## config.mk

```make
export PLATFORM = sky130hd
export DESIGN_NAME = topology_aware_gpu_placement
export DESIGN_NICKNAME = d
export VERILOG_FILES = /design/src/rtl/core/tagp_pkg.sv /design/src/rtl/core/topology_aware_gpu_placement.sv /design/src/rtl/core/tagp_ctrl.sv /design/src/rtl/core/tagp_dp.sv
export SDC_FILE = /design/constraint.sdc
export NUM_CORES = 2
export LEC_CHECK = 0
export ABC_CLOCK_PERIOD_IN_PS = 28200
export BUFFER_PORTS_ARGS = -buffer_cell sky130_fd_sc_hd__clkbuf_2
export CAP_MARGIN = 15
export CORE_MARGIN = 10
export CORE_UTILIZATION = 53
export CTS_BUF_LIST = sky130_fd_sc_hd__clkbuf_8
export DETAILED_ROUTE_END_ITERATION = 12
export PLACE_DENSITY = 0.72
export SLEW_MARGIN = 20
export SYNTH_ARGS = -nofsm -noshare
export SYNTH_HDL_FRONTEND = slang
export SYNTH_HIERARCHICAL = 1
export SYNTH_SLANG_ARGS = --single-unit
```

## constraint.sdc

```tcl
create_clock -name clock -period 28.2 [get_ports clock]
set_input_delay 1.41 -clock clock [delete_from_list [all_inputs] [get_ports clock]]
set_output_delay 1.41 -clock clock [all_outputs]
set_load 0.02 [all_outputs]
```

## src/rtl/core/tagp_pkg.sv

```systemverilog
// ----------------------------------------------------------------------------
// tagp_pkg
// Shared types, constants and helper functions of the GPU placement block.
// ----------------------------------------------------------------------------
package tagp_pkg;

   localparam int GPUS_PER_NODE = 8;
   localparam int KEEP_MIN      = 12;
   localparam int KEEP_SLACK    = 6;
   localparam int W_CROSS       = 100;
   localparam int W_FRAG        = 10;
   localparam int W_AWK         = 5;

   localparam logic [63:0] CAPS_RESET = 64'h8888888888888888;

   localparam logic [1:0] CSR_MODE  = 2'd0;
   localparam logic [1:0] CSR_NODES = 2'd1;
   localparam logic [1:0] CSR_CAPS  = 2'd2;

   typedef enum logic [2:0] {
      ST_PLACED    = 3'd0,
      ST_INVALID   = 3'd1,
      ST_SHORT     = 3'd2,
      ST_WAIT      = 3'd3,
      ST_NOTFOUND  = 3'd4,
      ST_RELEASED  = 3'd5
   } status_type;

   typedef struct packed {
      logic       load;
      logic       release_op;
      logic       fail;
      status_type fail_code;
      logic       sweep;
      logic       minn_step;
      logic       comb_init;
      logic       eval_step;
      logic       cmp_next;
      logic       emit_init;
      logic       emit_step;
   } cmd_type;

   typedef struct packed {
      logic is_release;
      logic zero_count;
      logic sweep_done;
      logic short_total;
      logic topo;
      logic minn_done;
      logic minn_short;
      logic frag_wait;
      logic eval_done;
      logic comb_last;
      logic found_any;
      logic out_free;
      logic emit_last;
   } sts_type;

   function automatic logic [3:0] cap_clip(input logic [3:0] nib);
      return (nib > 4'(GPUS_PER_NODE)) ? 4'(GPUS_PER_NODE) : nib;
   endfunction

   function automatic logic [7:0] cap_mask(input logic [3:0] nib);
      logic [8:0] m;
      m = (9'd1 << cap_clip(nib)) - 9'd1;
      return m[7:0];
   endfunction

   function automatic logic [3:0] pop8(input logic [7:0] m);
      logic [3:0] c;
      c = '0;
      for (int b = 0; b < 8; b++) c = c + {3'd0, m[b]};
      return c;
   endfunction

   // lowest t set bits of m
   function automatic logic [7:0] take_low(input logic [7:0] m, input logic [3:0] t);
      logic [7:0] r;
      logic [3:0] left;
      r = '0;
      left = t;
      for (int b = 0; b < 8; b++) begin
         if (m[b] && left != 4'd0) begin
            r[b] = 1'b1;
            left = left - 4'd1;
         end
      end
      return r;
   endfunction

   function automatic logic odd_leftover(input logic [3:0] left);
      return left == 4'd3 || left == 4'd5 || left == 4'd6 || left == 4'd7;
   endfunction

endpackage

```

## src/rtl/core/topology_aware_gpu_placement.sv

```systemverilog
// ----------------------------------------------------------------------------
// topology_aware_gpu_placement
// GPU placement engine. Keeps a free mask per node, places requests first-fit
// or on the fewest nodes, scored over candidate node sets, and frees GPUs on
// release. An item is taken only when the engine is idle. A release or a zero
// count goes straight to its result; any other request first sweeps all nodes,
// and one short of free GPUs ends there. A first-fit placement then visits the
// nodes in order; a topology placement finds the minimum node count (or ends in
// a fragmentation wait) and scores each node set of that size among the kept
// candidates (up to C(16,10) = 8008), node by node, the sequencer and one shared
// packing unit visiting the sets one after another. Each result waits in an
// output register until taken; configuration writes are accepted at any cycle
// and take effect at once.
// ----------------------------------------------------------------------------
module topology_aware_gpu_placement #(
   parameter int NODES = 16
) (
   input  logic        clock,
   input  logic        reset,
   input  logic        csr_valid,
   output logic        csr_ready,
   input  logic [1:0]  csr_index,
   input  logic [63:0] csr_data,
   input  logic        req_tvalid,
   output logic        req_tready,
   input  logic [23:0] req_tdata,   // gpu_count, jobs_running, release_node, release_mask
   input  logic        req_tuser,   // command
   output logic        rsp_tvalid,
   input  logic        rsp_tready,
   output logic [23:0] rsp_tdata,   // alloc_node, alloc_mask, degraded, placement_score
   output logic [2:0]  rsp_tuser,   // status
   output logic        rsp_tlast
);
   import tagp_pkg::*;

   cmd_type     cmd;
   sts_type     sts;
   logic [3:0]  alloc_node;
   logic [7:0]  alloc_mask;
   logic        degraded;
   logic [10:0] score;

   assign csr_ready = 1'b1;

   tagp_ctrl u_ctrl (
      .clock      (clock),
      .reset      (reset),
      .req_tvalid (req_tvalid),
      .req_tready (req_tready),
      .sts        (sts),
      .cmd        (cmd)
   );

   tagp_dp #(.NODES(NODES)) u_dp (
      .clock           (clock),
      .reset           (reset),
      .csr_valid       (csr_valid),
      .csr_index       (csr_index),
      .csr_data        (csr_data),
      .in_command      (req_tuser),
      .in_gpu_count    (req_tdata[7:0]),
      .in_jobs_running (req_tdata[8]),
      .in_release_node (req_tdata[12:9]),
      .in_release_mask (req_tdata[20:13]),
      .cmd             (cmd),
      .sts             (sts),
      .rsp_valid       (rsp_tvalid),
      .rsp_ready       (rsp_tready),
      .rsp_status      (rsp_tuser),
      .rsp_alloc_node  (alloc_node),
      .rsp_alloc_mask  (alloc_mask),
      .rsp_degraded    (degraded),
      .rsp_score       (score),
      .rsp_last        (rsp_tlast)
   );

   assign rsp_tdata = {score, degraded, alloc_mask, alloc_node};

endmodule

```

## src/rtl/core/tagp_ctrl.sv

```systemverilog
// ----------------------------------------------------------------------------
// tagp_ctrl
// Sequencer of the placement engine: dispatches an item, steps the sweep,
// the minimum node count, the node set search and the result emission.
// ----------------------------------------------------------------------------
module tagp_ctrl (
   input  logic             clock,
   input  logic             reset,
   input  logic             req_tvalid,
   output logic             req_tready,
   input  tagp_pkg::sts_type sts,
   output tagp_pkg::cmd_type cmd
);
   import tagp_pkg::*;

   typedef enum logic [3:0] {
      S_IDLE, S_DISPATCH, S_REL, S_ERR, S_SWEEP, S_CHECK,
      S_MINN, S_DECIDE, S_EVAL, S_CMP, S_EMIT
   } state_type;

   state_type  state_ff, state_in;
   status_type err_ff, err_in;

   assign req_tready = (state_ff == S_IDLE);

   always_comb begin
      state_in = state_ff;
      err_in   = err_ff;
      cmd      = '0;
      cmd.fail_code = err_ff;
      unique case (state_ff)
         S_IDLE: begin
            if (req_tvalid) begin
               cmd.load = 1'b1;
               state_in = S_DISPATCH;
            end
         end
         S_DISPATCH: begin
            if (sts.is_release) begin
               state_in = S_REL;
            end else if (sts.zero_count) begin
               err_in   = ST_INVALID;
               state_in = S_ERR;
            end else begin
               state_in = S_SWEEP;
            end
         end
         S_REL: begin
            if (sts.out_free) begin
               cmd.release_op = 1'b1;
               state_in = S_IDLE;
            end
         end
         S_ERR: begin
            if (sts.out_free) begin
               cmd.fail = 1'b1;
               state_in = S_IDLE;
            end
         end
         S_SWEEP: begin
            cmd.sweep = 1'b1;
            if (sts.sweep_done) state_in = S_CHECK;
         end
         S_CHECK: begin
            if (sts.short_total) begin
               err_in   = ST_SHORT;
               state_in = S_ERR;
            end else if (!sts.topo) begin
               cmd.emit_init = 1'b1;
               state_in = S_EMIT;
            end else begin
               state_in = S_MINN;
            end
         end
         S_MINN: begin
            if (sts.minn_done) begin
               if (sts.minn_short) begin
                  err_in   = ST_SHORT;
                  state_in = S_ERR;
               end else begin
                  state_in = S_DECIDE;
               end
            end else begin
               cmd.minn_step = 1'b1;
            end
         end
         S_DECIDE: begin
            if (sts.frag_wait) begin
               err_in   = ST_WAIT;
               state_in = S_ERR;
            end else begin
               cmd.comb_init = 1'b1;
               state_in = S_EVAL;
            end
         end
         S_EVAL: begin
            if (sts.eval_done) state_in = S_CMP;
            else cmd.eval_step = 1'b1;
         end
         S_CMP: begin
            cmd.cmp_next = 1'b1;
            if (sts.comb_last) begin
               if (sts.found_any) begin
                  cmd.emit_init = 1'b1;
                  state_in = S_EMIT;
               end else begin
                  err_in   = ST_NOTFOUND;
                  state_in = S_ERR;
               end
            end else begin
               state_in = S_EVAL;
            end
         end
         S_EMIT: begin
            if (sts.out_free) begin
               cmd.emit_step = 1'b1;
               if (sts.emit_last) state_in = S_IDLE;
            end
         end
         default: state_in = S_IDLE;
      endcase
   end

   always_ff @(posedge clock) begin
      if (reset) begin
         state_ff <= S_IDLE;
         err_ff   <= ST_PLACED;
      end else begin
         state_ff <= state_in;
         err_ff   <= err_in;
      end
   end

endmodule

```

## src/rtl/core/tagp_dp.sv

```systemverilog
// ----------------------------------------------------------------------------
// tagp_dp
// Datapath: settings, free masks, sorted candidate list, node set search
// registers, packing arithmetic and the result register.
// ----------------------------------------------------------------------------
module tagp_dp #(
   parameter int NODES = 16
) (
   input  logic              clock,
   input  logic              reset,
   input  logic              csr_valid,
   input  logic [1:0]        csr_index,
   input  logic [63:0]       csr_data,
   input  logic              in_command,
   input  logic [7:0]        in_gpu_count,
   input  logic              in_jobs_running,
   input  logic [3:0]        in_release_node,
   input  logic [7:0]        in_release_mask,
   input  tagp_pkg::cmd_type cmd,
   output tagp_pkg::sts_type sts,
   output logic              rsp_valid,
   input  logic              rsp_ready,
   output logic [2:0]        rsp_status,
   output logic [3:0]        rsp_alloc_node,
   output logic [7:0]        rsp_alloc_mask,
   output logic              rsp_degraded,
   output logic [10:0]       rsp_score,
   output logic              rsp_last
);
   import tagp_pkg::*;

   localparam int IW = (NODES > 1) ? $clog2(NODES) : 1;

   logic        mode_ff;
   logic [4:0]  niu_ff;
   logic [63:0] caps_ff;
   logic [7:0]  free_ff [NODES];

   logic        cmdin_ff, run_ff;
   logic [7:0]  g_ff, rmask_ff;
   logic [3:0]  rnode_ff;

   logic [4:0]  sw_ptr_ff, nc_ff, mn_ptr_ff, minn_ff, keep_ff, ev_ptr_ff, e_ptr_ff;
   logic [7:0]  total_ff, cov_ff, rem_ff;
   logic [3:0]  maxcap_ff;
   logic [3:0]  cidx_ff  [NODES];
   logic [3:0]  cfree_ff [NODES];
   logic [3:0]  comb_ff  [NODES];
   logic [3:0]  bcomb_ff [NODES];
   logic        deg_ff, found_ff;
   logic [10:0] score_ff, bscore_ff;

   logic        o_valid_ff, o_deg_ff, o_last_ff;
   logic [2:0]  o_status_ff;
   logic [3:0]  o_node_ff;
   logic [7:0]  o_mask_ff;
   logic [10:0] o_score_ff;

   logic [4:0]  np;
   logic [3:0]  emit_node, rd_node, rd_cnt;
   logic [7:0]  rd_free, rd_avail, rd_cmask;

   // sweep insert lanes
   logic        ge [NODES];
   logic [3:0]  ins_idx  [NODES];
   logic [3:0]  ins_free [NODES];

   // minimum node decision
   logic [3:0]  mc;
   logic [8:0]  prod;
   logic        wait_cond;
   logic [4:0]  k0, keep_val;

   // evaluation
   logic [3:0]  ev_pos, ev_f, ev_left;
   logic [7:0]  ev_t;
   logic [10:0] ev_score;

   // next combination
   logic        better, have_piv;
   logic [4:0]  piv, lim;
   logic [3:0]  comb_next [NODES];

   // emission
   logic [7:0]  em_t, em_mask;
   logic        em_write, em_last;

   assign np = (niu_ff > 5'(NODES)) ? 5'(NODES) : niu_ff;

   assign emit_node = mode_ff ? cidx_ff[bcomb_ff[e_ptr_ff[IW-1:0]][IW-1:0]] : e_ptr_ff[3:0];

   always_comb begin
      if (cmd.sweep) rd_node = sw_ptr_ff[3:0];
      else if (cmd.emit_step) rd_node = emit_node;
      else rd_node = rnode_ff;
   end

   assign rd_free  = free_ff[rd_node[IW-1:0]];
   assign rd_cmask = cap_mask(caps_ff[{rd_node, 2'b00} +: 4]);
   assign rd_avail = rd_free & rd_cmask;
   assign rd_cnt   = pop8(rd_avail);

   always_comb begin
      for (int p = 0; p < NODES; p++) begin
         ge[p] = (5'(p) < nc_ff) && (cfree_ff[p] >= rd_cnt);
      end
      for (int p = 0; p < NODES; p++) begin
         if (ge[p]) begin
            ins_idx[p]  = cidx_ff[p];
            ins_free[p] = cfree_ff[p];
         end else if (p == 0 || ge[(p > 0) ? p - 1 : 0]) begin
            ins_idx[p]  = sw_ptr_ff[3:0];
            ins_free[p] = rd_cnt;
         end else begin
            ins_idx[p]  = cidx_ff[(p > 0) ? p - 1 : 0];
            ins_free[p] = cfree_ff[(p > 0) ? p - 1 : 0];
         end
      end
   end

   assign mc        = (maxcap_ff == 4'd0) ? 4'd1 : maxcap_ff;
   assign prod      = 9'(minn_ff - 5'd1) * 9'(mc);
   assign wait_cond = prod >= {1'b0, g_ff};
   assign k0        = (minn_ff + 5'(KEEP_SLACK) > 5'(KEEP_MIN)) ?
                      minn_ff + 5'(KEEP_SLACK) : 5'(KEEP_MIN);
   assign keep_val  = (k0 > nc_ff) ? nc_ff : k0;

   assign ev_pos  = comb_ff[ev_ptr_ff[IW-1:0]];
   assign ev_f    = cfree_ff[ev_pos[IW-1:0]];
   assign ev_t    = (rem_ff < {4'd0, ev_f}) ? rem_ff : {4'd0, ev_f};
   assign ev_left = ev_f - ev_t[3:0];
   assign ev_score = score_ff
                   + ((ev_ptr_ff != 5'd0) ? 11'(W_CROSS) : 11'd0)
                   + ((ev_left != 4'd0)   ? 11'(W_FRAG)  : 11'd0)
                   + (odd_leftover(ev_left) ? 11'(W_AWK) : 11'd0);

   assign better = (rem_ff == 8'd0) && (!found_ff || score_ff < bscore_ff);

   always_comb begin
      have_piv = 1'b0;
      piv      = '0;
      for (int p = 0; p < NODES; p++) begin
         lim = keep_ff - minn_ff + 5'(p);
         if (5'(p) < minn_ff && {1'b0, comb_ff[p]} != lim) begin
            have_piv = 1'b1;
            piv      = 5'(p);
         end
      end
      lim = '0;
      for (int q = 0; q < NODES; q++) begin
         if (5'(q) == piv) comb_next[q] = comb_ff[q] + 4'd1;
         else if (5'(q) > piv && 5'(q) < minn_ff)
            comb_next[q] = 4'(5'(comb_ff[piv[IW-1:0]]) + 5'd1 + 5'(q) - piv);
         else comb_next[q] = comb_ff[q];
      end
   end

   assign em_t     = (rem_ff < {4'd0, rd_cnt}) ? rem_ff : {4'd0, rd_cnt};
   assign em_mask  = take_low(rd_avail, em_t[3:0]);
   assign em_write = cmd.emit_step && (rd_cnt != 4'd0);
   assign em_last  = (rem_ff == em_t);

   always_comb begin
      sts.is_release  = cmdin_ff;
      sts.zero_count  = (g_ff == 8'd0);
      sts.sweep_done  = (sw_ptr_ff == 5'(NODES - 1));
      sts.short_total = (total_ff < g_ff);
      sts.topo        = mode_ff;
      sts.minn_done   = !((mn_ptr_ff < nc_ff) && (cov_ff < g_ff));
      sts.minn_short  = (nc_ff == 5'd0) || (cov_ff < g_ff);
      sts.frag_wait   = wait_cond && run_ff;
      sts.eval_done   = (ev_ptr_ff == minn_ff) || (rem_ff == 8'd0);
      sts.comb_last   = !have_piv;
      sts.found_any   = found_ff || better;
      sts.out_free    = !o_valid_ff || rsp_ready;
      sts.emit_last   = em_write && em_last;
   end

   always_ff @(posedge clock) begin
      if (reset) begin
         mode_ff    <= 1'b1;
         niu_ff     <= 5'd16;
         caps_ff    <= CAPS_RESET;
         for (int p = 0; p < NODES; p++) free_ff[p] <= cap_mask(CAPS_RESET[4*p +: 4]);
         o_valid_ff <= 1'b0;
         found_ff   <= 1'b0;
      end else begin
         if (csr_valid) begin
            case (csr_index)
               CSR_MODE:  mode_ff <= csr_data[0];
               CSR_NODES: niu_ff  <= csr_data[4:0];
               CSR_CAPS: begin
                  caps_ff <= csr_data;
                  for (int p = 0; p < NODES; p++)
                     free_ff[p] <= free_ff[p] & cap_mask(csr_data[4*p +: 4]);
               end
               default: ;
            endcase
         end

         if (rsp_ready && !(cmd.release_op || cmd.fail || em_write)) o_valid_ff <= 1'b0;

         if (cmd.load) begin
            cmdin_ff  <= in_command;
            g_ff      <= in_gpu_count;
            run_ff    <= in_jobs_running;
            rnode_ff  <= in_release_node;
            rmask_ff  <= in_release_mask;
            rem_ff    <= in_gpu_count;
            sw_ptr_ff <= '0;
            total_ff  <= '0;
            maxcap_ff <= '0;
            nc_ff     <= '0;
            mn_ptr_ff <= '0;
            cov_ff    <= '0;
            minn_ff   <= '0;
         end

         if (cmd.release_op) begin
            if ({1'b0, rnode_ff} < np)
               free_ff[rnode_ff[IW-1:0]] <= rd_free | (rmask_ff & rd_cmask);
            o_valid_ff  <= 1'b1;
            o_status_ff <= ST_RELEASED;
            o_node_ff   <= rnode_ff;
            o_mask_ff   <= ({1'b0, rnode_ff} < np) ? (rmask_ff & rd_cmask) : 8'd0;
            o_deg_ff    <= 1'b0;
            o_score_ff  <= '0;
            o_last_ff   <= 1'b1;
         end

         if (cmd.fail) begin
            o_valid_ff  <= 1'b1;
            o_status_ff <= cmd.fail_code;
            o_node_ff   <= '0;
            o_mask_ff   <= '0;
            o_deg_ff    <= 1'b0;
            o_score_ff  <= '0;
            o_last_ff   <= 1'b1;
         end

         if (cmd.sweep) begin
            sw_ptr_ff <= sw_ptr_ff + 5'd1;
            if (sw_ptr_ff < np) begin
               total_ff <= total_ff + {4'd0, rd_cnt};
               if (cap_clip(caps_ff[{sw_ptr_ff[3:0], 2'b00} +: 4]) > maxcap_ff)
                  maxcap_ff <= cap_clip(caps_ff[{sw_ptr_ff[3:0], 2'b00} +: 4]);
               if (rd_cnt != 4'd0) begin
                  nc_ff <= nc_ff + 5'd1;
                  for (int p = 0; p < NODES; p++) begin
                     cidx_ff[p]  <= ins_idx[p];
                     cfree_ff[p] <= ins_free[p];
                  end
               end
            end
         end

         if (cmd.minn_step) begin
            cov_ff    <= cov_ff + {4'd0, cfree_ff[mn_ptr_ff[IW-1:0]]};
            minn_ff   <= minn_ff + 5'd1;
            mn_ptr_ff <= mn_ptr_ff + 5'd1;
         end

         if (cmd.comb_init) begin
            deg_ff    <= wait_cond;
            keep_ff   <= keep_val;
            found_ff  <= 1'b0;
            ev_ptr_ff <= '0;
            rem_ff    <= g_ff;
            score_ff  <= '0;
            for (int p = 0; p < NODES; p++) comb_ff[p] <= 4'(p);
         end

         if (cmd.eval_step) begin
            ev_ptr_ff <= ev_ptr_ff + 5'd1;
            rem_ff    <= rem_ff - ev_t;
            score_ff  <= ev_score;
         end

         if (cmd.cmp_next) begin
            if (better) begin
               found_ff  <= 1'b1;
               bscore_ff <= score_ff;
               for (int p = 0; p < NODES; p++) bcomb_ff[p] <= comb_ff[p];
            end
            for (int p = 0; p < NODES; p++) comb_ff[p] <= comb_next[p];
            ev_ptr_ff <= '0;
            rem_ff    <= g_ff;
            score_ff  <= '0;
         end

         if (cmd.emit_init) begin
            e_ptr_ff <= '0;
         end

         if (cmd.emit_step) begin
            e_ptr_ff <= e_ptr_ff + 5'd1;
            if (em_write) begin
               free_ff[rd_node[IW-1:0]] <= rd_free & ~em_mask;
               rem_ff      <= rem_ff - em_t;
               o_valid_ff  <= 1'b1;
               o_status_ff <= ST_PLACED;
               o_node_ff   <= rd_node;
               o_mask_ff   <= em_mask;
               o_deg_ff    <= mode_ff & deg_ff;
               o_score_ff  <= mode_ff ? bscore_ff : 11'd0;
               o_last_ff   <= em_last;
            end
         end
      end
   end

   assign rsp_valid      = o_valid_ff;
   assign rsp_status     = o_status_ff;
   assign rsp_alloc_node = o_node_ff;
   assign rsp_alloc_mask = o_mask_ff;
   assign rsp_degraded   = o_deg_ff;
   assign rsp_score      = o_score_ff;
   assign rsp_last       = o_last_ff;

endmodule

```

==> results.md <==
- PortBufs: 122
- Routed Antenna Nets: 0
- Crit Path Class: reg2reg
- Final WL: 153200 um
- Top cell type by total area after synthesis: edfxtp_1
- Worst Hold Launch: u_dp/caps_ff[31]
- Period utilization: 0.7527
- Async SR Flop Fraction: 0
- FMAX: 47.11 MHz
- Post-synth EDFFs: 519
- H-tree Lvls: 3
- Slew Limit Fails: 0
- Avg Cell Area, Syn: 9.766 um2
- Family with the most delay on the worst path: compound AO/OA/AOI/OAI gates
- Final setup vio count: 0
- Hold path cells: 2
- M1 WL: 59470 um
- Met3 wire len: 21190 um
- Initial antenna violation count: 13
- Net Count, Synth: 4987
- Synth-to-Final Area Change: 8.313%
- Reg2Reg Depth: 62
- Starting Density: 0.5357
- Ys flop type: edfxtp_1
- Cts repair resizes: 0
- Cell variety after synth: 118
- Critical path's slowest cell: nand3_1
- Rows: 106
- CTS clk-pin slew, worst paths: 0.07 ns
- Mapped Cells: 4605
- GRT overflow: 0
- Die Wd: 311.3 um
- Initial DRC Count: 5670
- Core footprint: 0.08395 mm2
- Startpoint Class: register
- Chip Height: 311.3 um
- Max-slew headroom: 0.2130
- Critical Path RT: 28.78 ns
- Via density: 6.652
- Root Buffer Master: clkbuf_8
- Largest net degree at the start of global routing: 78
- Sequential fraction of the synthesis area: 0.3870
- Area contributors post-synth: edfxtp_1 (35%), ha_1 (7.0%), mux4_2 (4.6%), dfxtp_1 (4.1%), nand2_1 (3.7%)
- Clk buf depth: 3
- Count leader, synth: edfxtp_1
- Fin. Hold Viols: 0
- RSZ-0062 raised after global routing: no
- Clock latency on the worst-skew pair: 0.83 ns
- Aggregate global-route resource usage: 0.3030
- DR top layer: met5
- Layout cell share with drive strength beyond 1: 0.1442
- CP Data Arrival Time: 21.80 ns
- Clock sink count: 610
- Synth cell count leaders: edfxtp_1 (519), nand2_1 (439), a21oi_1 (318)
- Synth Register Bits: 610
- Vias in the first global route: 36210
- CTS tree: done
- Max-cap violations: 0
- Hold WC Path Type: reg2reg
- Initial DRT Pass Iterations: 7
- Top cell by count, worst path: ha_1
- Fillcell total: 7225
- I/O pin total: 127
- Post-CTS setup buffers: 0
- Cts hold-fix bufs: 0
- Synth warn: 6
- Critical path peak fanout: 57
- RePlAce Congestion: 0.9697
- Die area: 0.09691 mm2
- Fin crit period: 21.23 ns
- Worst r2r dst: u_dp/rsp_alloc_mask[6]
- Crit-path max cell delay: 0.91 ns
- Status: finished clean
- Min-Delay Endpoint: u_dp/caps_ff[31]
- Yosys top cell area share: 0.3465
- Drt drc: 0
- CP bufs+invs: 8
- Num CTS Buffers: 108
- FF-to-FF setup slack: 6.97 ns
- Worst-Margin Slew: 1.177 ns
- FF+latch area: 0.01741 mm2
- Cell area after synthesis: 0.04497 mm2
- Post-DP HPWL: 107200 um
- Nets: 4989
- First-pass GRT wire length: 228900 um
- Multi-input gate area: 0.02581 mm2
- Routed len/inst: 26.25 um
- Setup TNS: 0 ns
- CP endpoint kind: register
- Clock skew: 0.07299 ns
- Wire length on met2: 65520 um
- Total number of vias: 38830
layout make-up:
| class | count | share of cell area |
|---|---|---|
| timing repair buffer | 205 | 0.02533 |
| inverter | 171 | 0.01320 |
| multi-input combinational | 3511 | 0.5299 |
| tap | 1134 | 0.02913 |
| clock buffer | 112 | 0.03164 |
| antenna | 8 | 0.0004110 |
| sequential | 610 | 0.3574 |
| clock inverter | 87 | 0.01305 |
cell families (layout without fill, tap and decap cells):
logic type      Yosys count  after routing  share of synthesized area
xor+xnor                208            208                    0.04176
buf+inv                 484            575                    0.04332
simple gates           1423           1423                     0.1529
compound gates         1224           1224                     0.1778
other cells               1              9                 0.00008338
flops                   610            610                     0.3870
fa+ha+maj               287            287                    0.08530
mux                     368            368                     0.1118
worst register-to-register path: cells and delay by family, from the launching register on:
family,cells,cell delay [ns]
AO/OA/AOI/OAI,22,7.72
XOR/XNOR,1,0.26
adder cells (fa/ha/maj),11,4.02
buffers and inverters,8,2.01
flip-flops,1,0.84
multiplexers,4,2.04
AND/OR/NAND/NOR,16,4.15
through the flow:
step	instance area, um2	setup WS [ns]	util	instances	hold WS [ns]
2_1_floorplan	44970	11.94	-	4605	0.4420
3_3_place_gp	46500	7.651	0.5538	5631	0.4571
3_5_place_dp	46500	7.500	0.5538	5631	0.4609
4_1_cts	48670	7.422	0.5798	5830	0.4704
5_1_grt	48710	5.899	0.5802	5837	0.4843
6_report	48710	6.973	0.5802	5838	0.4739
registers in the layout, indices dropped and copies added (netlist names), 11 cells and up, named ones only:
name and flops:
u_dp/free_ff 128, u_dp/bcomb_ff 64, u_dp/caps_ff 64, u_dp/cfree_ff 64, u_dp/cidx_ff 64, u_dp/comb_ff 64, u_dp/bscore_ff 11, u_dp/rsp_score 11
u_dp/score_ff 11
how the worst max path moves through the flow:
stage                    start                endpoint  slack [ns]  cells past startpoint
floorplan           rsp_tready      u_dp/free_ff[1][6]       11.94                     69
global placement      register  u_dp/rsp_alloc_mask[6]        7.65                     59
detailed placement    register  u_dp/rsp_alloc_mask[6]        7.50                     62
CTS                   register  u_dp/rsp_alloc_mask[6]        7.42                     62
global route          register  u_dp/rsp_alloc_mask[6]        5.90                     62
finish                register  u_dp/rsp_alloc_mask[6]        6.97                     62
cell usage in the layout, fill, tap and decap left out, types with 50 or more instances in the layout:
cell      netlist  routed
edfxtp_1      519     519
nand2_1       439     438
a21oi_1       318     317
nor2_1        311     307
o21ai_0       296     296
ha_1          253     253
inv_1         167     190
nand3_1       158     158
mux2i_1       131     130
mux2_2        130     130
nand2b_1      124     123
clkbuf_2        0     122
clkbuf_8        0     112
xnor2_1       107     106
a211oi_1      108     105
xor2_1         97      97
mux4_2         92      92
dfxtp_1        91      90
nor3_1         95      87
buf_4          13      83
nor2b_1        67      64
a21o_1         61      61
a22o_1         54      54
and3_1         50      50
per-layer routing:
metal  vias up  track usage
li1      17180            -
met2      2613       0.4470
met1     18550       0.4071
met3       477      0.09393
met4         8       0.1289
met5         -     0.004036
Power is left out: the tool's default activity adds up to more than one toggle a clock period on the data nets, which glitch-free logic cannot reach.
